--- src/sv/lpc_pkg.sv ---
package lpc_pkg;

    localparam int AesRounds = 10;
    localparam int CfgAddrWidth = 6;

    localparam logic [2:0] RegKeyHigh = 3'd0;
    localparam logic [2:0] RegKeyLow  = 3'd1;
    localparam logic [2:0] RegDir     = 3'd2;
    localparam logic [2:0] RegDevAddr = 3'd3;
    localparam logic [2:0] RegFcnt    = 3'd4;

    typedef struct packed {
        logic [63:0] block_high;
        logic [63:0] block_low;
        logic [7:0]  block_number;
    } in_req_t;

    typedef struct packed {
        logic [63:0] cipher_high;
        logic [63:0] cipher_low;
        logic [7:0]  echo_number;
    } out_req_t;

    // Per-stage payload carried alongside the AES state
    typedef struct packed {
        logic [127:0] state;
        logic [127:0] rkey;
        logic [7:0]   rcon;
        logic [127:0] data;
        logic [7:0]   number;
    } stage_t;

    function automatic logic [7:0] sbox(input logic [7:0] a);
        logic [7:0] r;
        unique case (a)
            8'h00: r=8'h63; 8'h01: r=8'h7c; 8'h02: r=8'h77; 8'h03: r=8'h7b;
            8'h04: r=8'hf2; 8'h05: r=8'h6b; 8'h06: r=8'h6f; 8'h07: r=8'hc5;
            8'h08: r=8'h30; 8'h09: r=8'h01; 8'h0a: r=8'h67; 8'h0b: r=8'h2b;
            8'h0c: r=8'hfe; 8'h0d: r=8'hd7; 8'h0e: r=8'hab; 8'h0f: r=8'h76;
            8'h10: r=8'hca; 8'h11: r=8'h82; 8'h12: r=8'hc9; 8'h13: r=8'h7d;
            8'h14: r=8'hfa; 8'h15: r=8'h59; 8'h16: r=8'h47; 8'h17: r=8'hf0;
            8'h18: r=8'had; 8'h19: r=8'hd4; 8'h1a: r=8'ha2; 8'h1b: r=8'haf;
            8'h1c: r=8'h9c; 8'h1d: r=8'ha4; 8'h1e: r=8'h72; 8'h1f: r=8'hc0;
            8'h20: r=8'hb7; 8'h21: r=8'hfd; 8'h22: r=8'h93; 8'h23: r=8'h26;
            8'h24: r=8'h36; 8'h25: r=8'h3f; 8'h26: r=8'hf7; 8'h27: r=8'hcc;
            8'h28: r=8'h34; 8'h29: r=8'ha5; 8'h2a: r=8'he5; 8'h2b: r=8'hf1;
            8'h2c: r=8'h71; 8'h2d: r=8'hd8; 8'h2e: r=8'h31; 8'h2f: r=8'h15;
            8'h30: r=8'h04; 8'h31: r=8'hc7; 8'h32: r=8'h23; 8'h33: r=8'hc3;
            8'h34: r=8'h18; 8'h35: r=8'h96; 8'h36: r=8'h05; 8'h37: r=8'h9a;
            8'h38: r=8'h07; 8'h39: r=8'h12; 8'h3a: r=8'h80; 8'h3b: r=8'he2;
            8'h3c: r=8'heb; 8'h3d: r=8'h27; 8'h3e: r=8'hb2; 8'h3f: r=8'h75;
            8'h40: r=8'h09; 8'h41: r=8'h83; 8'h42: r=8'h2c; 8'h43: r=8'h1a;
            8'h44: r=8'h1b; 8'h45: r=8'h6e; 8'h46: r=8'h5a; 8'h47: r=8'ha0;
            8'h48: r=8'h52; 8'h49: r=8'h3b; 8'h4a: r=8'hd6; 8'h4b: r=8'hb3;
            8'h4c: r=8'h29; 8'h4d: r=8'he3; 8'h4e: r=8'h2f; 8'h4f: r=8'h84;
            8'h50: r=8'h53; 8'h51: r=8'hd1; 8'h52: r=8'h00; 8'h53: r=8'hed;
            8'h54: r=8'h20; 8'h55: r=8'hfc; 8'h56: r=8'hb1; 8'h57: r=8'h5b;
            8'h58: r=8'h6a; 8'h59: r=8'hcb; 8'h5a: r=8'hbe; 8'h5b: r=8'h39;
            8'h5c: r=8'h4a; 8'h5d: r=8'h4c; 8'h5e: r=8'h58; 8'h5f: r=8'hcf;
            8'h60: r=8'hd0; 8'h61: r=8'hef; 8'h62: r=8'haa; 8'h63: r=8'hfb;
            8'h64: r=8'h43; 8'h65: r=8'h4d; 8'h66: r=8'h33; 8'h67: r=8'h85;
            8'h68: r=8'h45; 8'h69: r=8'hf9; 8'h6a: r=8'h02; 8'h6b: r=8'h7f;
            8'h6c: r=8'h50; 8'h6d: r=8'h3c; 8'h6e: r=8'h9f; 8'h6f: r=8'ha8;
            8'h70: r=8'h51; 8'h71: r=8'ha3; 8'h72: r=8'h40; 8'h73: r=8'h8f;
            8'h74: r=8'h92; 8'h75: r=8'h9d; 8'h76: r=8'h38; 8'h77: r=8'hf5;
            8'h78: r=8'hbc; 8'h79: r=8'hb6; 8'h7a: r=8'hda; 8'h7b: r=8'h21;
            8'h7c: r=8'h10; 8'h7d: r=8'hff; 8'h7e: r=8'hf3; 8'h7f: r=8'hd2;
            8'h80: r=8'hcd; 8'h81: r=8'h0c; 8'h82: r=8'h13; 8'h83: r=8'hec;
            8'h84: r=8'h5f; 8'h85: r=8'h97; 8'h86: r=8'h44; 8'h87: r=8'h17;
            8'h88: r=8'hc4; 8'h89: r=8'ha7; 8'h8a: r=8'h7e; 8'h8b: r=8'h3d;
            8'h8c: r=8'h64; 8'h8d: r=8'h5d; 8'h8e: r=8'h19; 8'h8f: r=8'h73;
            8'h90: r=8'h60; 8'h91: r=8'h81; 8'h92: r=8'h4f; 8'h93: r=8'hdc;
            8'h94: r=8'h22; 8'h95: r=8'h2a; 8'h96: r=8'h90; 8'h97: r=8'h88;
            8'h98: r=8'h46; 8'h99: r=8'hee; 8'h9a: r=8'hb8; 8'h9b: r=8'h14;
            8'h9c: r=8'hde; 8'h9d: r=8'h5e; 8'h9e: r=8'h0b; 8'h9f: r=8'hdb;
            8'ha0: r=8'he0; 8'ha1: r=8'h32; 8'ha2: r=8'h3a; 8'ha3: r=8'h0a;
            8'ha4: r=8'h49; 8'ha5: r=8'h06; 8'ha6: r=8'h24; 8'ha7: r=8'h5c;
            8'ha8: r=8'hc2; 8'ha9: r=8'hd3; 8'haa: r=8'hac; 8'hab: r=8'h62;
            8'hac: r=8'h91; 8'had: r=8'h95; 8'hae: r=8'he4; 8'haf: r=8'h79;
            8'hb0: r=8'he7; 8'hb1: r=8'hc8; 8'hb2: r=8'h37; 8'hb3: r=8'h6d;
            8'hb4: r=8'h8d; 8'hb5: r=8'hd5; 8'hb6: r=8'h4e; 8'hb7: r=8'ha9;
            8'hb8: r=8'h6c; 8'hb9: r=8'h56; 8'hba: r=8'hf4; 8'hbb: r=8'hea;
            8'hbc: r=8'h65; 8'hbd: r=8'h7a; 8'hbe: r=8'hae; 8'hbf: r=8'h08;
            8'hc0: r=8'hba; 8'hc1: r=8'h78; 8'hc2: r=8'h25; 8'hc3: r=8'h2e;
            8'hc4: r=8'h1c; 8'hc5: r=8'ha6; 8'hc6: r=8'hb4; 8'hc7: r=8'hc6;
            8'hc8: r=8'he8; 8'hc9: r=8'hdd; 8'hca: r=8'h74; 8'hcb: r=8'h1f;
            8'hcc: r=8'h4b; 8'hcd: r=8'hbd; 8'hce: r=8'h8b; 8'hcf: r=8'h8a;
            8'hd0: r=8'h70; 8'hd1: r=8'h3e; 8'hd2: r=8'hb5; 8'hd3: r=8'h66;
            8'hd4: r=8'h48; 8'hd5: r=8'h03; 8'hd6: r=8'hf6; 8'hd7: r=8'h0e;
            8'hd8: r=8'h61; 8'hd9: r=8'h35; 8'hda: r=8'h57; 8'hdb: r=8'hb9;
            8'hdc: r=8'h86; 8'hdd: r=8'hc1; 8'hde: r=8'h1d; 8'hdf: r=8'h9e;
            8'he0: r=8'he1; 8'he1: r=8'hf8; 8'he2: r=8'h98; 8'he3: r=8'h11;
            8'he4: r=8'h69; 8'he5: r=8'hd9; 8'he6: r=8'h8e; 8'he7: r=8'h94;
            8'he8: r=8'h9b; 8'he9: r=8'h1e; 8'hea: r=8'h87; 8'heb: r=8'he9;
            8'hec: r=8'hce; 8'hed: r=8'h55; 8'hee: r=8'h28; 8'hef: r=8'hdf;
            8'hf0: r=8'h8c; 8'hf1: r=8'ha1; 8'hf2: r=8'h89; 8'hf3: r=8'h0d;
            8'hf4: r=8'hbf; 8'hf5: r=8'he6; 8'hf6: r=8'h42; 8'hf7: r=8'h68;
            8'hf8: r=8'h41; 8'hf9: r=8'h99; 8'hfa: r=8'h2d; 8'hfb: r=8'h0f;
            8'hfc: r=8'hb0; 8'hfd: r=8'h54; 8'hfe: r=8'hbb; 8'hff: r=8'h16;
            default: r=8'h00;
        endcase
        return r;
    endfunction

    function automatic logic [7:0] xtime(input logic [7:0] a);
        return {a[6:0], 1'b0} ^ (a[7] ? 8'h1b : 8'h00);
    endfunction

endpackage

--- src/sv/lpc_cfg.sv ---
// APB register file holding key and counter-block fields.
module lpc_cfg (
    input  logic                              clk,
    input  logic                              rst_n,
    input  logic                              psel,
    input  logic                              penable,
    input  logic                              pwrite,
    input  logic [lpc_pkg::CfgAddrWidth-1:0]  paddr,
    input  logic [63:0]                       pwdata,
    output logic [63:0]                       prdata,
    output logic [127:0]                      key,
    output logic [127:0]                      ctr_base
);

    logic [63:0] key_high_reg;
    logic [63:0] key_low_reg;
    logic        dir_reg;
    logic [31:0] dev_addr_reg;
    logic [31:0] fcnt_reg;
    logic [2:0]  idx;
    logic        wr;

    assign idx = paddr[5:3];
    assign wr  = psel && penable && pwrite;

    always_ff @(posedge clk or negedge rst_n)
    begin
        if (!rst_n)
        begin
            key_high_reg <= '0;
            key_low_reg  <= '0;
            dir_reg      <= 1'b0;
            dev_addr_reg <= '0;
            fcnt_reg     <= '0;
        end
        else if (wr)
        begin
            unique case (idx)
                lpc_pkg::RegKeyHigh: key_high_reg <= pwdata;
                lpc_pkg::RegKeyLow:  key_low_reg  <= pwdata;
                lpc_pkg::RegDir:     dir_reg      <= pwdata[0];
                lpc_pkg::RegDevAddr: dev_addr_reg <= pwdata[31:0];
                lpc_pkg::RegFcnt:    fcnt_reg     <= pwdata[31:0];
                default: ;
            endcase
        end
    end

    always_comb
    begin
        unique case (idx)
            lpc_pkg::RegKeyHigh: prdata = key_high_reg;
            lpc_pkg::RegKeyLow:  prdata = key_low_reg;
            lpc_pkg::RegDir:     prdata = {63'd0, dir_reg};
            lpc_pkg::RegDevAddr: prdata = {32'd0, dev_addr_reg};
            lpc_pkg::RegFcnt:    prdata = {32'd0, fcnt_reg};
            default:             prdata = '0;
        endcase
    end

    assign key = {key_high_reg, key_low_reg};
    // counter block with its final byte (the block number) left zero
    assign ctr_base = {8'h01, 32'd0, 7'd0, dir_reg, dev_addr_reg, fcnt_reg, 16'd0};

endmodule

--- config.mk ---
export PLATFORM = sky130hd
export DESIGN_NAME = lpc_cfg
export DESIGN_NICKNAME = d
export VERILOG_FILES = /design/src/sv/lpc_pkg.sv /design/src/sv/lpc_cfg.sv
export SDC_FILE = /design/constraint.sdc
export NUM_CORES = 1
export LEC_CHECK = 0
export ABC_CLOCK_PERIOD_IN_PS = 1850
export BUFFER_PORTS_ARGS = -buffer_cell sky130_fd_sc_hd__buf_2
export CAP_MARGIN = 40
export CORE_AREA = 2 2 154 156
export DETAILED_ROUTE_END_ITERATION = 7
export DIE_AREA = 0 0 156 158
export PLACE_DENSITY = 0.68
export REMOVE_ABC_BUFFERS = 1
export SYNTH_ARGS = -nofsm -noshare
export SYNTH_HDL_FRONTEND = slang
export SYNTH_SLANG_ARGS = --single-unit
--- constraint.sdc ---
create_clock -name clk -period 1.85 [get_ports clk]
set_clock_uncertainty 0.15 [all_clocks]
set_input_delay 0.185 -clock clk [delete_from_list [all_inputs] [get_ports clk]]
set_output_delay 0.185 -clock clk [all_outputs]
set_load 0.02 [all_outputs]
==> flow_summary.ini, run 1 <==
[routing]
wl_per_cell_um = 18.4
viasPerCell = 4.94
drt-pass1-iter-count = 4
vias = 6567
ant_nets = 0
drc = 0
wirelength_um = 24500
first_iter_violations = 282

[floorplan]
die_h_um = 158
io_pins = 395
die_x_um = 156
core_area_mm2 = 0.0231
placementRows = 56
start_util_pct = 39.3
die_area_mm2 = 0.0246

[critical_path]
critPathArrivalTime_ns = 1.48
cpPeakStageDelay_ns = 0.38
cp.required_ns = 1.51
cp_max_fo = 2
path_cells = a22o_1 -> a221o_1 -> buf_6
cp_slowest_cell = dfrtp_1
worstRegToRegCells = 3
crit_family = compound AO/OA/AOI/OAI gates
path_buf_inv = 1
worstSetupPathType = register to output pin
path_depth = 3
end_kind = output pin
cp-start-kind = register

[global_route]
grt_max_degree = 52
grt_pass1_vias = 6422
antenna_found_initial = 1
grt_usage_pct = 19.4
grt_pass1_wl_um = 37000
grt_overflow = 0

[clocking]
cts_tree = done
cts-root-buf = clkbuf_16
max-clock-path-buffers = 2
cts_sinks = 193
cts_made_buffers = 17
clkTransAtPathRegs_ns = 0.08
clkLatencyLatePin_ns = 0.41
htree_num_levels = 4

[synthesis]
synth_cell_types = 25
synth_area_per_cell_um2 = 14.9
synth_area_mm2 = 0.00906
yosys_warnings = 0
synth_cells = 606
ys_ff_latch = 193
ys_seq_area_share_pct = 53.3

[power]
p_leak_nw = 6.62
irDropWorstVdd_v = 0.000482
p_per_area_mw_per_mm2 = 1080

[timing]
rsz0062_at_grt = true
fmax_mhz = 550
report.final.slew_viol_count = 0
fin_crit_sh_pct = 98.4
whs_ns = 0.120
fin_ws_ns = 0.0304
fin_setup_tns_ns = 0
min_period_ns = 1.82
setup_violations = 0
finalHoldViolCount = 0

[final_layout]
syn_to_final_growth_pct = 36.9
final_core_util_pct = 53.8
fin_nets = 1101
drive_above_1_share_pct = 59.2

[placed_design]
gp_congestion = 0.764
io_buffers = 328
place_hpwl_um = 16900
place_ws_ns = 0.00516

[status]
status = finished clean

[job]
maxCapViolations = 0

[min_path]
hold_path.class = input port to async pin
## stage by stage
stage	total power, W	instances	cell area (µm²)
4_1_cts	0.0134	1309	12200
2_1_floorplan	0.00811	561	8480
3_3_place_gp	0.00965	1210	11000
3_5_place_dp	0.00973	1210	11000
6_report	0.0134	1329	12400
5_1_grt	0.0141	1329	12400
## layout make-up
cell class                 count  area (µm²)
tap                          290         363
fill                        2001       10700
clock buffer                  19         443
timing repair buffer         446        2940
antenna                        1        2.50
clock inverter                12         120
multi-input combinational    368        3700
sequential                   193        4830
## synth_stat cells
library cell / n / area share (%)
clkbuf_1: 8 / 0.33
nand2_1: 2 / 0.083
mux2_2: 133 / 17
buf_6: 1 / 0.12
dfrtp_1: 193 / 53
nor3_2: 1 / 0.11
a22o_1: 63 / 6.1
nand4b_4: 1 / 0.26
o22ai_1: 1 / 0.069
buf_12: 6 / 1.3
mux2_1: 1 / 0.12
mux2_4: 60 / 9.9
a21oi_1: 1 / 0.055
conb_1: 2 / 0.083
buf_2: 13 / 0.72
nor3b_1: 3 / 0.25
and4_1: 1 / 0.097
nand3b_1: 1 / 0.083
buf_4: 77 / 6.4
a221o_1: 31 / 3.4
o21a_1: 1 / 0.083
nor3b_2: 2 / 0.28
nor2_1: 2 / 0.083
clkbuf_2: 1 / 0.055
or3_1: 1 / 0.069
## path summary, 6_finish.rpt
check / from / end / slack, ns
min in group clk: penable / dir_reg$_DFFE_PN0P_ / 0.14
max in group asynchronous: rst_n / dev_addr_reg[20]$_DFFE_PN0P_ / 0.75
worst max-delay path: key_high_reg[4]$_DFFE_PN0P_ / prdata[4] / 0.03
worst min-delay path: rst_n / key_low_reg[62]$_DFFE_PN0P_ / 0.12
worst max register to register: key_high_reg[4]$_DFFE_PN0P_ / key_high_reg[4]$_DFFE_PN0P_ / 0.71
worst min register to register: key_low_reg[22]$_DFFE_PN0P_ / key_low_reg[22]$_DFFE_PN0P_ / 0.39
## cell usage in the layout (no fill, tap or decap), types with 3 or more instances in the layout
cell type        n
buf_12          16
dfrtp_1        193
dlygate4sd3_1   65
clkinv_4         6
mux2_4          61
inv_8            3
conb_1          63
a22o_1          63
buf_4           39
buf_2          318
a221o_1         31
buf_6            6
clkbuf_16       17
mux2_2         132
## logic make-up after synthesis
group,share of synthesized area [%]
AO/OA/AOI/OAI,9.73
buffers and inverters,8.94
flip-flops,53.3
multiplexers,26.6
other,0.0829
AND/OR/NAND/NOR,1.31
## report_power, final
group | switching (W) | leakage (nW) | internal [W]
Sequential | 0.000694 | 2.47 | 0.00505
Combinational | 0.00231 | 3.87 | 0.00186
Clock | 0.00172 | 0.277 | 0.00181
Total | 0.00472 | 6.62 | 0.00872
## routing by layer
metal  GRT usage, %  part of all wire (%)
met1           25.6                    43
met2           32.9                    50
met3           4.33                   5.9
met4           4.46                  0.87
met5              0                     0
## timing repair
item                       in CTS  in global routing
gates resized for setup         1                 18
hold endpoints to repair      362                  0
hold buffers                   65                  0
setup endpoints to repair       2                 29
buffers inserted                3                 19
pin swaps                       0                  3
No activity file was read; power rests on OpenSTA's default activity.
==> run 2: changes to the inputs <==
ABC_CLOCK_PERIOD_IN_PS = 2250   (was 1850)
clock period = 2.25 ns   (was 1.85 ns; I/O delays follow)
==> flow_summary.ini, run 2 (synthesis results as in run 1) <==
[timing]
min_period_ns = 1.95
rsz0062_at_grt = false
fmax_mhz = 512
fin_setup_tns_ns = 0
fin_crit_sh_pct = 86.8
tightest_slew_ns = 0.555
slew_headroom_pct = 63.0
finalHoldViolCount = 0
report.final.slew_viol_count = 0
setup_violations = 0

[final_layout]
final_common_cell = buf_2
syn_to_final_growth_pct = 33.0
n_fill_cell = 2001
final_cell_mix = buf_2, dfrtp_1, mux2_2, dlygate4sd3_1
drive_above_1_share_pct = 57.7
diodes = 0
fin_nets = 1069

[placed_design]
place_hpwl_um = 16400
io_buffers = 328
gp_congestion = 0.777

[floorplan]
die_area_mm2 = 0.0246
die_h_um = 158
placementRows = 56
core_area_mm2 = 0.0231
start_util_pct = 39.3
io_pins = 395
die_x_um = 156

[routing]
first_iter_violations = 275
drc = 0
ant_nets = 0
wirelength_um = 24500
viasPerCell = 4.98
wl_per_cell_um = 18.9
vias = 6464
drt-pass1-iter-count = 4

[clocking]
cts_setup_buffers = 0
max-clock-path-buffers = 2
cts_sinks = 193
htree_num_levels = 4
clkLatencyLatePin_ns = 0.42
cts-root-buf = clkbuf_16
cts_made_buffers = 17
clkTransAtPathRegs_ns = 0.08
cts_tree = done
postCtsResizedCells = 0
cts_hold_buf = 65

[critical_path]
cpPeakStageDelay_ns = 0.34
path_cells = buf_2 -> nor3b_4 -> buf_12 -> a22o_1 -> a221o_1 -> buf_2
worstSetupPathType = input port to output pin
crit_family = buffers and inverters
critPathArrivalTime_ns = 1.58
cp.required_ns = 1.88
crit_path_frequent_cell = buf_2
path_buf_inv = 3
cp_max_fo = 34
end_kind = output pin
cp_slowest_cell = nor3b_4
cp-start-kind = input port

[power]
p_int_w = 0.00705
p_per_area_mw_per_mm2 = 906
switchingPower_w = 0.00386
total_power_w = 0.0109
seqPwrFrac_pct = 43.3
combinationalPowerShare_pct = 30.0
swShare_pct = 35.4
irDropWorstVdd_v = 0.000462
pwr-share-clk_pct = 26.7
p_leak_nw = 6.43

[min_path]
hold_path.class = input port to async pin

[global_route]
grt_pass1_vias = 6328
grt_usage_pct = 19.6
grt_pass1_wl_um = 36900
grt_max_degree = 65
grt_overflow = 0
antenna_found_initial = 0

[status]
status = finished clean

[job]
maxCapViolations = 0
run 2: cell types whose count changed in the layout (fill, tap and decap cells not counted), sizes merged:
| cell | previous run | this run |
|---|---|---|
| diode | 1 | 0 |
| inv | 5 | 6 |
| buf | 379 | 348 |
| clkinv | 7 | 6 |
run 2: per-layer routing:
metal	vias up	routed length (µm)	global-route usage [%]
met2	260	12200	32.9
met5	-	0	0
li1	2896	-	-
met4	0	535	6.68
met3	32	1330	4.22
met1	3276	10400	25.1
run 2: worst paths after layout:
kind                                              start                           end  slack [ns]  cells past startpoint
hold / removal                                    rst_n   key_low_reg[47]$_DFFE_PN0P_        0.19                      2
setup reg to reg           key_high_reg[32]$_DFFE_PN0P_  key_high_reg[32]$_DFFE_PN0P_        1.27                      1
hold reg to reg             key_high_reg[0]$_DFFE_PN0P_   key_high_reg[0]$_DFFE_PN0P_        0.38                      1
min in group clk                                penable           dir_reg$_DFFE_PN0P_        0.20                      4
setup / recovery                               paddr[3]                     prdata[4]        0.30                      6
max in group asynchronous                         rst_n  key_high_reg[34]$_DFFE_PN0P_        1.06                      3
run 2: power by group through the flow:
stage | registers [W] | clock network, W | logic, W
floorplan | 0.00551 | 0 | 0.00116
global placement | 0.00476 | 0 | 0.00316
detailed placement | 0.00477 | 0 | 0.00320
CTS | 0.00472 | 0.00300 | 0.00329
global route | 0.00482 | 0.00318 | 0.00348
finish | 0.00472 | 0.00292 | 0.00327
run 2: area by class of cell:
class	count	area [µm²]	share of cell area [%]
sequential	193	4830	40.1
multi-input combinational	368	3690	30.7
timing repair buffer	414	2600	21.6
clock buffer	20	447	3.71
tap	290	363	3.01
clock inverter	12	115	0.956
run 2: stage by stage:
step | instances | worst slack (ns) | hold WS (ns) | util [%] | instance area [µm²]
2_1_floorplan | 561 | -3.74 | -0.221 | - | 8480
3_3_place_gp | 1200 | 0.268 | 0.114 | 47.0 | 10800
3_5_place_dp | 1200 | 0.263 | 0.121 | 47.0 | 10800
4_1_cts | 1297 | 0.321 | 0.176 | 52.2 | 12000
5_1_grt | 1297 | 0.219 | 0.197 | 52.2 | 12000
6_report | 1297 | 0.298 | 0.189 | 52.2 | 12000
